$ cat src/rtl/mbtm_pkg.sv
package mbtm_pkg;

  typedef enum logic [1:0] {
    REQ_READ_INPUTS = 2'd0,
    REQ_READ_COIL   = 2'd1,
    REQ_WRITE_COIL  = 2'd2,
    REQ_READ_REGS   = 2'd3
  } req_kind_e;

  typedef enum logic [1:0] {
    OUT_TX_BYTE = 2'd0,
    OUT_BIT     = 2'd1,
    OUT_REG     = 2'd2,
    OUT_END     = 2'd3
  } out_kind_e;

  typedef enum logic [2:0] {
    ST_OK        = 3'd0,
    ST_ID_BAD    = 3'd1,
    ST_CODE_BAD  = 3'd2,
    ST_ECHO_BAD  = 3'd3,
    ST_SHORT     = 3'd4
  } status_e;

  typedef enum logic [2:0] {
    PH_IDLE   = 3'b001,
    PH_HEADER = 3'b010,
    PH_PDU    = 3'b100
  } phase_e;

  localparam logic [7:0]  FC_READ_INPUTS = 8'h02;
  localparam logic [7:0]  FC_READ_COIL   = 8'h01;
  localparam logic [7:0]  FC_WRITE_COIL  = 8'h05;
  localparam logic [7:0]  FC_READ_REGS   = 8'h04;
  localparam logic [15:0] COIL_ON        = 16'hFF00;
  localparam logic [15:0] COIL_OFF       = 16'h0000;
  localparam logic [7:0]  LEN_FIELD      = 8'h06;
  localparam logic [7:0]  UNIT_RESET     = 8'h01;
  localparam logic [15:0] TID_RESET      = 16'h0001;
  localparam logic [11:0] BYTE_ROUND     = 12'd7;
  localparam int unsigned TX_BYTES       = 12;

  // Descriptor of the result items one input item causes
  typedef struct packed {
    logic          tx;      // request frame bytes
    logic          bits;    // unpacked bits, else one register word
    logic [15:0]   word;
    logic [10:0]   base;
    logic [3:0]    ndata;
    logic          fin;     // closing transaction-end item
    status_e       status;
    logic [10:0]   endcnt;
    logic [15:0]   tid;
    logic [7:0]    unit;
    logic [7:0]    code;
    logic [15:0]   addr;
  } emit_t;

  function automatic logic [7:0] fcode(req_kind_e k);
    logic [7:0] c;
    case (k)
      REQ_READ_INPUTS: c = FC_READ_INPUTS;
      REQ_READ_COIL:   c = FC_READ_COIL;
      REQ_WRITE_COIL:  c = FC_WRITE_COIL;
      REQ_READ_REGS:   c = FC_READ_REGS;
      default:         c = FC_READ_INPUTS;
    endcase
    return c;
  endfunction

endpackage

$ cat src/rtl/modbus_tcp_master_framer.sv
// Channel   Direction  tdata / tuser / tlast
// s_axis    in         tdata: request_kind, start_address, quantity, coil_value, rx_byte
//                      tuser: func
// m_axis    out        tdata: out_data, item_position, status; tuser: out_kind; tlast: last
// cfg       in         cfg_data_i: unit_identifier
//
// Each input item is decoded in the cycle it is accepted; its result items then
// leave one per cycle from the emit register while m_axis is ready (12 for a request,
// up to 9 for a byte). An item that causes at most one result is taken every cycle while
// m_axis is ready; a new item is taken in the cycle the prior item's last result leaves.
// Reset clears the parser to idle, the transaction id to 1 and the unit id to 1.
// A stall on m_axis holds the current result and back-pressures s_axis.
module modbus_tcp_master_framer (
  input  logic        clk_i,
  input  logic        rst_ni,
  input  logic        s_axis_tvalid,
  output logic        s_axis_tready,
  // [1:0] request_kind, [17:2] start_address, [28:18] quantity, [29] coil_value,
  // [37:30] rx_byte, [39:38] zero
  input  logic [39:0] s_axis_tdata,
  // [0] func
  input  logic        s_axis_tuser,
  output logic        m_axis_tvalid,
  input  logic        m_axis_tready,
  // [15:0] out_data, [26:16] item_position, [29:27] status, [31:30] zero
  output logic [31:0] m_axis_tdata,
  // [1:0] out_kind
  output logic [1:0]  m_axis_tuser,
  output logic        m_axis_tlast,
  input  logic        cfg_valid_i,
  output logic        cfg_ready_o,
  input  logic [7:0]  cfg_data_i
);
  import mbtm_pkg::*;

  logic [7:0]  unit_q;
  logic [15:0] tc_q, tc_d;
  phase_e      phase_q, phase_d;
  logic [15:0] bpos_q, bpos_d;
  req_kind_e   kind_q, kind_d;
  logic [15:0] addr_q, addr_d;
  logic [10:0] qty_q, qty_d;
  logic        coil_q, coil_d;
  logic [15:0] left_q, left_d;
  logic [7:0]  hbl_q, hbl_d;
  logic [10:0] dcnt_q, dcnt_d;
  logic        bad_q, bad_d;

  emit_t       em_q, em_d;
  logic        busy_q;
  logic [3:0]  idx_q;
  logic [3:0]  tot_q;
  logic [3:0]  tot_d;
  logic        last_res;
  logic        in_acc;
  logic        out_acc;

  logic        fin;
  status_e     fin_status;
  req_kind_e   in_kind;
  logic [10:0] in_qty;
  logic        in_coil;
  logic [15:0] in_addr;
  logic [7:0]  rxb;
  logic [15:0] coil_w;
  logic [15:0] req_w;
  logic [15:0] p;
  logic [7:0]  echo;
  logic [11:0] cnt_bytes;
  logic [10:0] rem;
  logic [3:0]  nb;
  logic [15:0] len;

  out_kind_e   o_kind;
  logic [15:0] o_data;
  logic [10:0] o_pos;
  status_e     o_status;
  logic [7:0]  tx_byte;

  assign cfg_ready_o   = 1'b1;
  assign m_axis_tvalid = busy_q;
  assign last_res      = (idx_q == (tot_q - 4'd1));
  assign out_acc       = busy_q && m_axis_tready;
  assign s_axis_tready = !busy_q || (m_axis_tready && last_res);
  assign in_acc        = s_axis_tvalid && s_axis_tready;

  assign in_kind = req_kind_e'(s_axis_tdata[1:0]);
  assign in_addr = s_axis_tdata[17:2];
  assign in_qty  = s_axis_tdata[28:18];
  assign in_coil = s_axis_tdata[29];
  assign rxb     = s_axis_tdata[37:30];
  assign coil_w  = coil_q ? COIL_ON : COIL_OFF;
  assign p       = bpos_q;
  assign rem     = qty_q - dcnt_q;
  assign nb      = (rem >= 11'd8) ? 4'd8 : rem[3:0];
  assign len     = {hbl_q, rxb};
  assign cnt_bytes = ({1'b0, qty_q} + BYTE_ROUND) >> 3;

  always_comb begin
    case (p)
      16'd0:   echo = FC_WRITE_COIL;
      16'd1:   echo = addr_q[15:8];
      16'd2:   echo = addr_q[7:0];
      16'd3:   echo = coil_w[15:8];
      default: echo = coil_w[7:0];
    endcase
  end

  always_comb begin
    tc_d    = tc_q;
    phase_d = phase_q;
    bpos_d  = bpos_q;
    kind_d  = kind_q;
    addr_d  = addr_q;
    qty_d   = qty_q;
    coil_d  = coil_q;
    left_d  = left_q;
    hbl_d   = hbl_q;
    dcnt_d  = dcnt_q;
    bad_d   = bad_q;
    fin        = 1'b0;
    fin_status = ST_OK;
    req_w      = '0;
    em_d        = '0;
    em_d.status = ST_OK;
    if (in_acc) begin
      if (!s_axis_tuser) begin
        kind_d = in_kind;
        addr_d = in_addr;
        coil_d = in_coil;
        qty_d  = (in_kind == REQ_READ_COIL || in_kind == REQ_WRITE_COIL) ? 11'd1 : in_qty;
        req_w  = (in_kind == REQ_WRITE_COIL) ? (in_coil ? COIL_ON : COIL_OFF)
                                             : {5'd0, qty_d};
        em_d.tx    = 1'b1;
        em_d.ndata = 4'(TX_BYTES);
        em_d.word  = req_w;
        em_d.tid   = tc_q;
        em_d.unit  = unit_q;
        em_d.code  = fcode(in_kind);
        em_d.addr  = in_addr;
        phase_d = PH_HEADER;
        bpos_d  = '0;
        left_d  = '0;
        hbl_d   = '0;
        dcnt_d  = '0;
        bad_d   = 1'b0;
      end else begin
        case (phase_q)
          PH_HEADER: begin
            bpos_d = bpos_q + 16'd1;
            if (p == 16'd0 || p == 16'd2 || p == 16'd4) begin
              hbl_d = rxb;
            end else if (p == 16'd1) begin
              if (len != tc_q) begin
                fin        = 1'b1;
                fin_status = ST_ID_BAD;
                bpos_d     = bpos_q;
              end
            end else if (p == 16'd5) begin
              left_d = (len != 16'd0) ? len - 16'd1 : 16'd0;
            end else if (p != 16'd3) begin
              tc_d   = tc_q + 16'd1;
              bpos_d = '0;
              if (left_q == 16'd0) begin
                fin        = 1'b1;
                fin_status = ST_SHORT;
              end else begin
                phase_d = PH_PDU;
              end
            end
          end
          PH_PDU: begin
            left_d = left_q - 16'd1;
            if (bpos_q != 16'hFFFF) bpos_d = bpos_q + 16'd1;
            if (kind_q == REQ_WRITE_COIL) begin
              if (p >= 16'd5 || rxb != echo) bad_d = 1'b1;
              if (left_d == 16'd0) begin
                fin        = 1'b1;
                fin_status = (p < 16'd4) ? ST_SHORT : (bad_d ? ST_ECHO_BAD : ST_OK);
              end
            end else begin
              if (p == 16'd0) begin
                if (rxb != fcode(kind_q)) begin
                  fin        = 1'b1;
                  fin_status = ST_CODE_BAD;
                end
              end else if (p == 16'd1) begin
                if ((kind_q == REQ_READ_INPUTS && {4'd0, rxb} != cnt_bytes) ||
                    (kind_q == REQ_READ_COIL && rxb == 8'd0) ||
                    (kind_q == REQ_READ_REGS && {4'd0, rxb} != {qty_q, 1'b0})) begin
                  fin        = 1'b1;
                  fin_status = ST_CODE_BAD;
                end else if (kind_q != REQ_READ_COIL && qty_q == 11'd0) begin
                  fin = 1'b1;
                end
              end else if (kind_q == REQ_READ_INPUTS) begin
                em_d.bits  = 1'b1;
                em_d.word  = {8'd0, rxb};
                em_d.base  = dcnt_q;
                em_d.ndata = nb;
                dcnt_d     = dcnt_q + {7'd0, nb};
                if (rem <= 11'd8) fin = 1'b1;
              end else if (kind_q == REQ_READ_COIL) begin
                em_d.bits  = 1'b1;
                em_d.word  = {15'd0, rxb[0]};
                em_d.ndata = 4'd1;
                dcnt_d     = 11'd1;
                fin        = 1'b1;
              end else if (!p[0]) begin
                hbl_d = rxb;
              end else begin
                em_d.word  = len;
                em_d.base  = dcnt_q;
                em_d.ndata = 4'd1;
                dcnt_d     = dcnt_q + 11'd1;
                if (dcnt_d >= qty_q) fin = 1'b1;
              end
              // out of PDU bytes before the frame is complete
              if (!fin && left_d == 16'd0) begin
                fin        = 1'b1;
                fin_status = ST_SHORT;
              end
            end
          end
          default: ;
        endcase
        if (fin) begin
          phase_d     = PH_IDLE;
          em_d.fin    = 1'b1;
          em_d.status = fin_status;
          em_d.endcnt = dcnt_d;
        end
      end
    end
  end

  assign tot_d = em_d.ndata + {3'd0, em_d.fin};

  always_ff @(posedge clk_i or negedge rst_ni) begin
    if (!rst_ni) begin
      unit_q  <= UNIT_RESET;
      tc_q    <= TID_RESET;
      phase_q <= PH_IDLE;
      bpos_q  <= '0;
      kind_q  <= REQ_READ_INPUTS;
      addr_q  <= '0;
      qty_q   <= '0;
      coil_q  <= 1'b0;
      left_q  <= '0;
      hbl_q   <= '0;
      dcnt_q  <= '0;
      bad_q   <= 1'b0;
      busy_q  <= 1'b0;
      idx_q   <= '0;
      tot_q   <= '0;
    end else begin
      if (cfg_valid_i && cfg_ready_o) unit_q <= cfg_data_i;
      tc_q    <= tc_d;
      phase_q <= phase_d;
      bpos_q  <= bpos_d;
      kind_q  <= kind_d;
      addr_q  <= addr_d;
      qty_q   <= qty_d;
      coil_q  <= coil_d;
      left_q  <= left_d;
      hbl_q   <= hbl_d;
      dcnt_q  <= dcnt_d;
      bad_q   <= bad_d;
      if (in_acc) begin
        busy_q <= (tot_d != 4'd0);
        idx_q  <= '0;
        tot_q  <= tot_d;
      end else if (out_acc) begin
        if (last_res) busy_q <= 1'b0;
        else idx_q <= idx_q + 4'd1;
      end
    end
  end

  always_ff @(posedge clk_i) begin
    if (in_acc) em_q <= em_d;
  end

  always_comb begin
    case (idx_q)
      4'd0:    tx_byte = em_q.tid[15:8];
      4'd1:    tx_byte = em_q.tid[7:0];
      4'd5:    tx_byte = LEN_FIELD;
      4'd6:    tx_byte = em_q.unit;
      4'd7:    tx_byte = em_q.code;
      4'd8:    tx_byte = em_q.addr[15:8];
      4'd9:    tx_byte = em_q.addr[7:0];
      4'd10:   tx_byte = em_q.word[15:8];
      4'd11:   tx_byte = em_q.word[7:0];
      default: tx_byte = 8'd0;
    endcase
  end

  always_comb begin
    o_status = ST_OK;
    if (idx_q < em_q.ndata) begin
      if (em_q.tx) begin
        o_kind = OUT_TX_BYTE;
        o_data = {8'd0, tx_byte};
        o_pos  = '0;
      end else if (em_q.bits) begin
        o_kind = OUT_BIT;
        o_data = {15'd0, em_q.word[idx_q[2:0]]};
        o_pos  = em_q.base + {7'd0, idx_q};
      end else begin
        o_kind = OUT_REG;
        o_data = em_q.word;
        o_pos  = em_q.base;
      end
    end else begin
      o_kind   = OUT_END;
      o_data   = '0;
      o_pos    = em_q.endcnt;
      o_status = em_q.status;
    end
  end

  assign m_axis_tdata = {2'b00, o_status, o_pos, o_data};
  assign m_axis_tuser = o_kind;
  assign m_axis_tlast = last_res;

  a_idx_in_range: assert property (@(posedge clk_i) disable iff (!rst_ni)
    busy_q |-> (idx_q < tot_q))
    else $error("emit index beyond result count");

  a_take_only_after_last: assert property (@(posedge clk_i) disable iff (!rst_ni)
    (s_axis_tready && busy_q) |-> (m_axis_tready && m_axis_tlast))
    else $error("input taken while results still pending");

  a_status_on_end_only: assert property (@(posedge clk_i) disable iff (!rst_ni)
    (m_axis_tvalid && m_axis_tuser != OUT_END) |-> (m_axis_tdata[29:27] == ST_OK))
    else $error("status on a non-end item");

  a_tid_advance: assert property (@(posedge clk_i) disable iff (!rst_ni)
    !$stable(tc_q) |-> $past(phase_q == PH_HEADER && in_acc && s_axis_tuser))
    else $error("transaction id moved outside header parsing");

endmodule
$ cat config.mk
export PLATFORM = sky130hd
export DESIGN_NAME = modbus_tcp_master_framer
export DESIGN_NICKNAME = d
export VERILOG_FILES = /design/src/rtl/mbtm_pkg.sv /design/src/rtl/modbus_tcp_master_framer.sv
export SDC_FILE = /design/constraint.sdc
export NUM_CORES = 1
export LEC_CHECK = 0
export BUFFER_PORTS_ARGS = -buffer_cell sky130_fd_sc_hd__buf_2
export CORE_UTILIZATION = 58
export DETAILED_ROUTE_END_ITERATION = 8
export PLACE_DENSITY = 0.87
export SYNTH_ARGS = -nofsm -noshare
export SYNTH_HDL_FRONTEND = slang
export SYNTH_SLANG_ARGS = --single-unit
$ cat constraint.sdc
create_clock -name clk_i -period 8.4 [get_ports clk_i]
set_clock_uncertainty 0.2 [all_clocks]
set_input_delay 1.68 -clock clk_i [delete_from_list [all_inputs] [get_ports clk_i]]
set_output_delay 1.68 -clock clk_i [all_outputs]
set_load 0.005 [all_outputs]
==> run_results.csv <==
group,metric,value,unit
clocking,htreeDepth,1,
setup_path,slowest_stage,"nor4b_1",
grt,grt_max_degree,79,
logic_synthesis,ys_warn_count,0,
place,gp_congestion,0.9339,
setup_path,timing.rr.end,"em_q[57]",
setup_path,crit_path_end,"em_q[57]",
setup_path,cp.buffers_inverters,1,
layout,syn2layout_area_growth,9.375,%
setup_path,cp.arrival,6.53,ns
clocking,clk_latency,0.53,ns
setup_path,worst-setup-path-type,"flip-flop to flip-flop",
sta,fmax,154.3,MHz
clocking,cts_setup_buffers,0,
logic_synthesis,synth_edf_count,90,
place,place_area,13840,µm²
route,totalWireLength,38.25,mm
setup_path,worstPathMaxFanout,12,
logic_synthesis,netlist_area,13370,µm²
route,ant_nets,0,
setup_path,critPathTopFamily,"compound AO/OA/AOI/OAI gates",
layout,num_antenna_cells,0,
route,via_per_inst,6.763,
logic_synthesis,yosysTopAreaCell,"dfrtp_1",
route,vias,11890,
worst_hold_path,hp-class,"flip-flop to flip-flop",
pwr,ir_drop,0.0001438,V
sta,min_period_over_period,0.7713,
layout,design_area,14630,µm²
sta,layout_setup_ws,1.921,ns
logic_synthesis,synth_cell_types,87,
sta,tightest_slew,1.005,ns
grt,antenna_found_initial,0,
setup_path,crit_chain,"inv_1, ha_1, fa_1, nand2b_1, a21oi_1, o2111a_1, a211oi_1, nor4b_1, nand3_1, nor2_1, ha_1, nand3_1, nor4b_1, a311oi_1, o21ai_0, a2111oi_0",
clocking,clk_path_buf_depth,3,
setup_path,start_kind,"flip-flop",
floorplanning,die_area,23670,µm²
run,cap_violations,0,
setup_path,crit_cells,16,
grt,grtUsageTotal,0.3215,
pwr,leakage,0.006109,µW
clocking,path_clk_slew,0.07,ns
setup_path,cp-startpoint,"qty_q[0]",
sta,rsz0062_at_grt,"false",
clocking,cts_tree,"built",
worst_hold_path,min_from,"addr_q[14]",
place,place_ws,2.205,ns
route,drcViolationCount,0,
layout,postLayoutCoreUtil,0.6460,
logic_synthesis,yosys_most_used_dff,"dfrtp_1",
clocking,root_buffer,"clkbuf_16",
route,drtPass1Iterations,6,
pwr,p_per_area,310.8,nW/µm²
run_status,status,"finished clean",
sta,final_hold_viol_count,0,
floorplanning,io_pins,92,
sta,setup_viol,0,
logic_synthesis,ys_seq_area_frac,0.4232,
floorplanning,core-area,22640,µm²
setup_path,endpoint_kind,"flip-flop",
layout,fin_nets,1566,
clocking,ctsHoldBuffers,0,
logic_synthesis,async_flop_share,0.5673,
setup_path,reg2reg_depth,16,
route,wl_per_cell,21.76,µm
logic_synthesis,synth.area.top_cells,"dfrtp_1 (22%), edfxtp_1 (20%), xnor2_1 (5.8%)",
floorplanning,start_util,0.5907,
logic_synthesis,synth_top_area_share,0.2152,
clocking,cts_resized,0,
logic_synthesis,avgSynthCellArea,9.352,µm²
clocking,clkSinkCount,208,
logic_synthesis,ys_ff_latch,208,
sta,timing.final.max_slew_violations,0,
setup_path,slowest_delay,0.81,ns
setup_path,critPathRequiredTime,8.45,ns
floorplanning,die_y,153.8,µm
layout,drive_gt1_frac,0.1236,
grt,grt_pass1_wl,60.28,mm
sta,final.setup.tns,0,ns
grt,grt_overflow,0,
route,drt_iter0_drc,1455,
sta,fin_crit,6.479,ns
logic_synthesis,yosysMostFrequentCell,"dfrtp_1",
logic_synthesis,netlist_top_cells_count,"dfrtp_1 (115), nor2_1 (103), nand2_1 (99)",
grt,grt_pass1_vias,11090,
setup_path,worst-r2r-setup-slack,1.92,ns
floorplanning,rows,55,
floorplanning,die_w,153.8,µm
clocking,cts_buffers,23,
place,dp_hpwl,26.74,mm
setup_path,timing.rr.start,"qty_q[0]",
sta,slew_headroom,0.3302,
sta,hold_ws,0.2864,ns
place,portBuffers,86,
logic_synthesis,synthCells,1430,
stage by stage:
step	cells	power, µW
finish	1758	4546
global route	1758	4800
CTS	1758	4493
detailed placement	1716	3434
global placement	1716	3376
floorplan	1431	2914
worst min-delay path by stage:
| stage | endpoint | cells past startpoint |
|---|---|---|
| 2_1_floorplan | addr_q[10] | 1 |
| 3_3_place_gp | addr_q[3] | 1 |
| 3_5_place_dp | addr_q[11] | 1 |
| 4_1_cts | addr_q[11] | 1 |
| 5_1_grt | addr_q[11] | 1 |
| 6_report | addr_q[14] | 1 |
cell type report:
class                   count  area, µm²
fillers                  1770       8014
multi-input cells        1053       7033
flip-flops and latches    208       5659
clock buffers              25      603.1
repair buffers             97      515.5
well taps                 285      356.6
inverters                  73      276.5
clock inverters            17      182.7
kinds of logic (layout without fill, tap and decap cells):
group / count (synthesis) / count (layout) / synth area share
compound gates: 359 / 359 / 0.1838
xor+xnor: 114 / 114 / 0.07466
fa+ha+maj: 56 / 56 / 0.05408
buf+inv: 170 / 212 / 0.05118
flops: 208 / 208 / 0.4232
mux: 20 / 20 / 0.01834
other cells: 2 / 3 / 0.0005616
simple gates: 501 / 501 / 0.1942
power breakdown:
part           switching [µW]  internal, µW  total [µW]
logic                    1170           758        1930
clock network             455           594        1050
registers                 295          1270        1570
registers in the layout, indices dropped and copies added, names as in the netlist:
register       cells
em_q              90
phase_q            3
tc_q              16
dcnt_q            11
idx_q              4
bad_q              1
coil_q             1
tot_q              4
addr_q            16
m_axis_tvalid      1
kind_q             2
bpos_q            16
unit_q             8
left_q            16
hbl_q              8
qty_q             11
cell usage in the layout (no fill, tap or decap), types with 13 or more instances in the layout:
master       n
buf_2       85
o21ai_0     88
a21o_1      25
edfxtp_1    90
nand3_1     60
nor2_1     103
a21oi_1     62
xnor2_1     88
inv_1       70
a221oi_1    18
dfrtp_1    115
a22oi_1     17
ha_1        53
clkbuf_16   23
nor4_1      28
nand4_1     21
mux2_2      16
a22o_1      18
nand2b_1    18
o22ai_1     13
nand2_1     99
and3_1      69
xor2_1      26
a31oi_1     20
nor3_1      39
layer usage:
metal  global-route usage  wire [µm]
met1               0.4451      15760
met2               0.5048      17110
met3              0.05524       3919
met4               0.1257       1464
met5                    0          0
No activity file was read; power rests on OpenSTA's default activity.
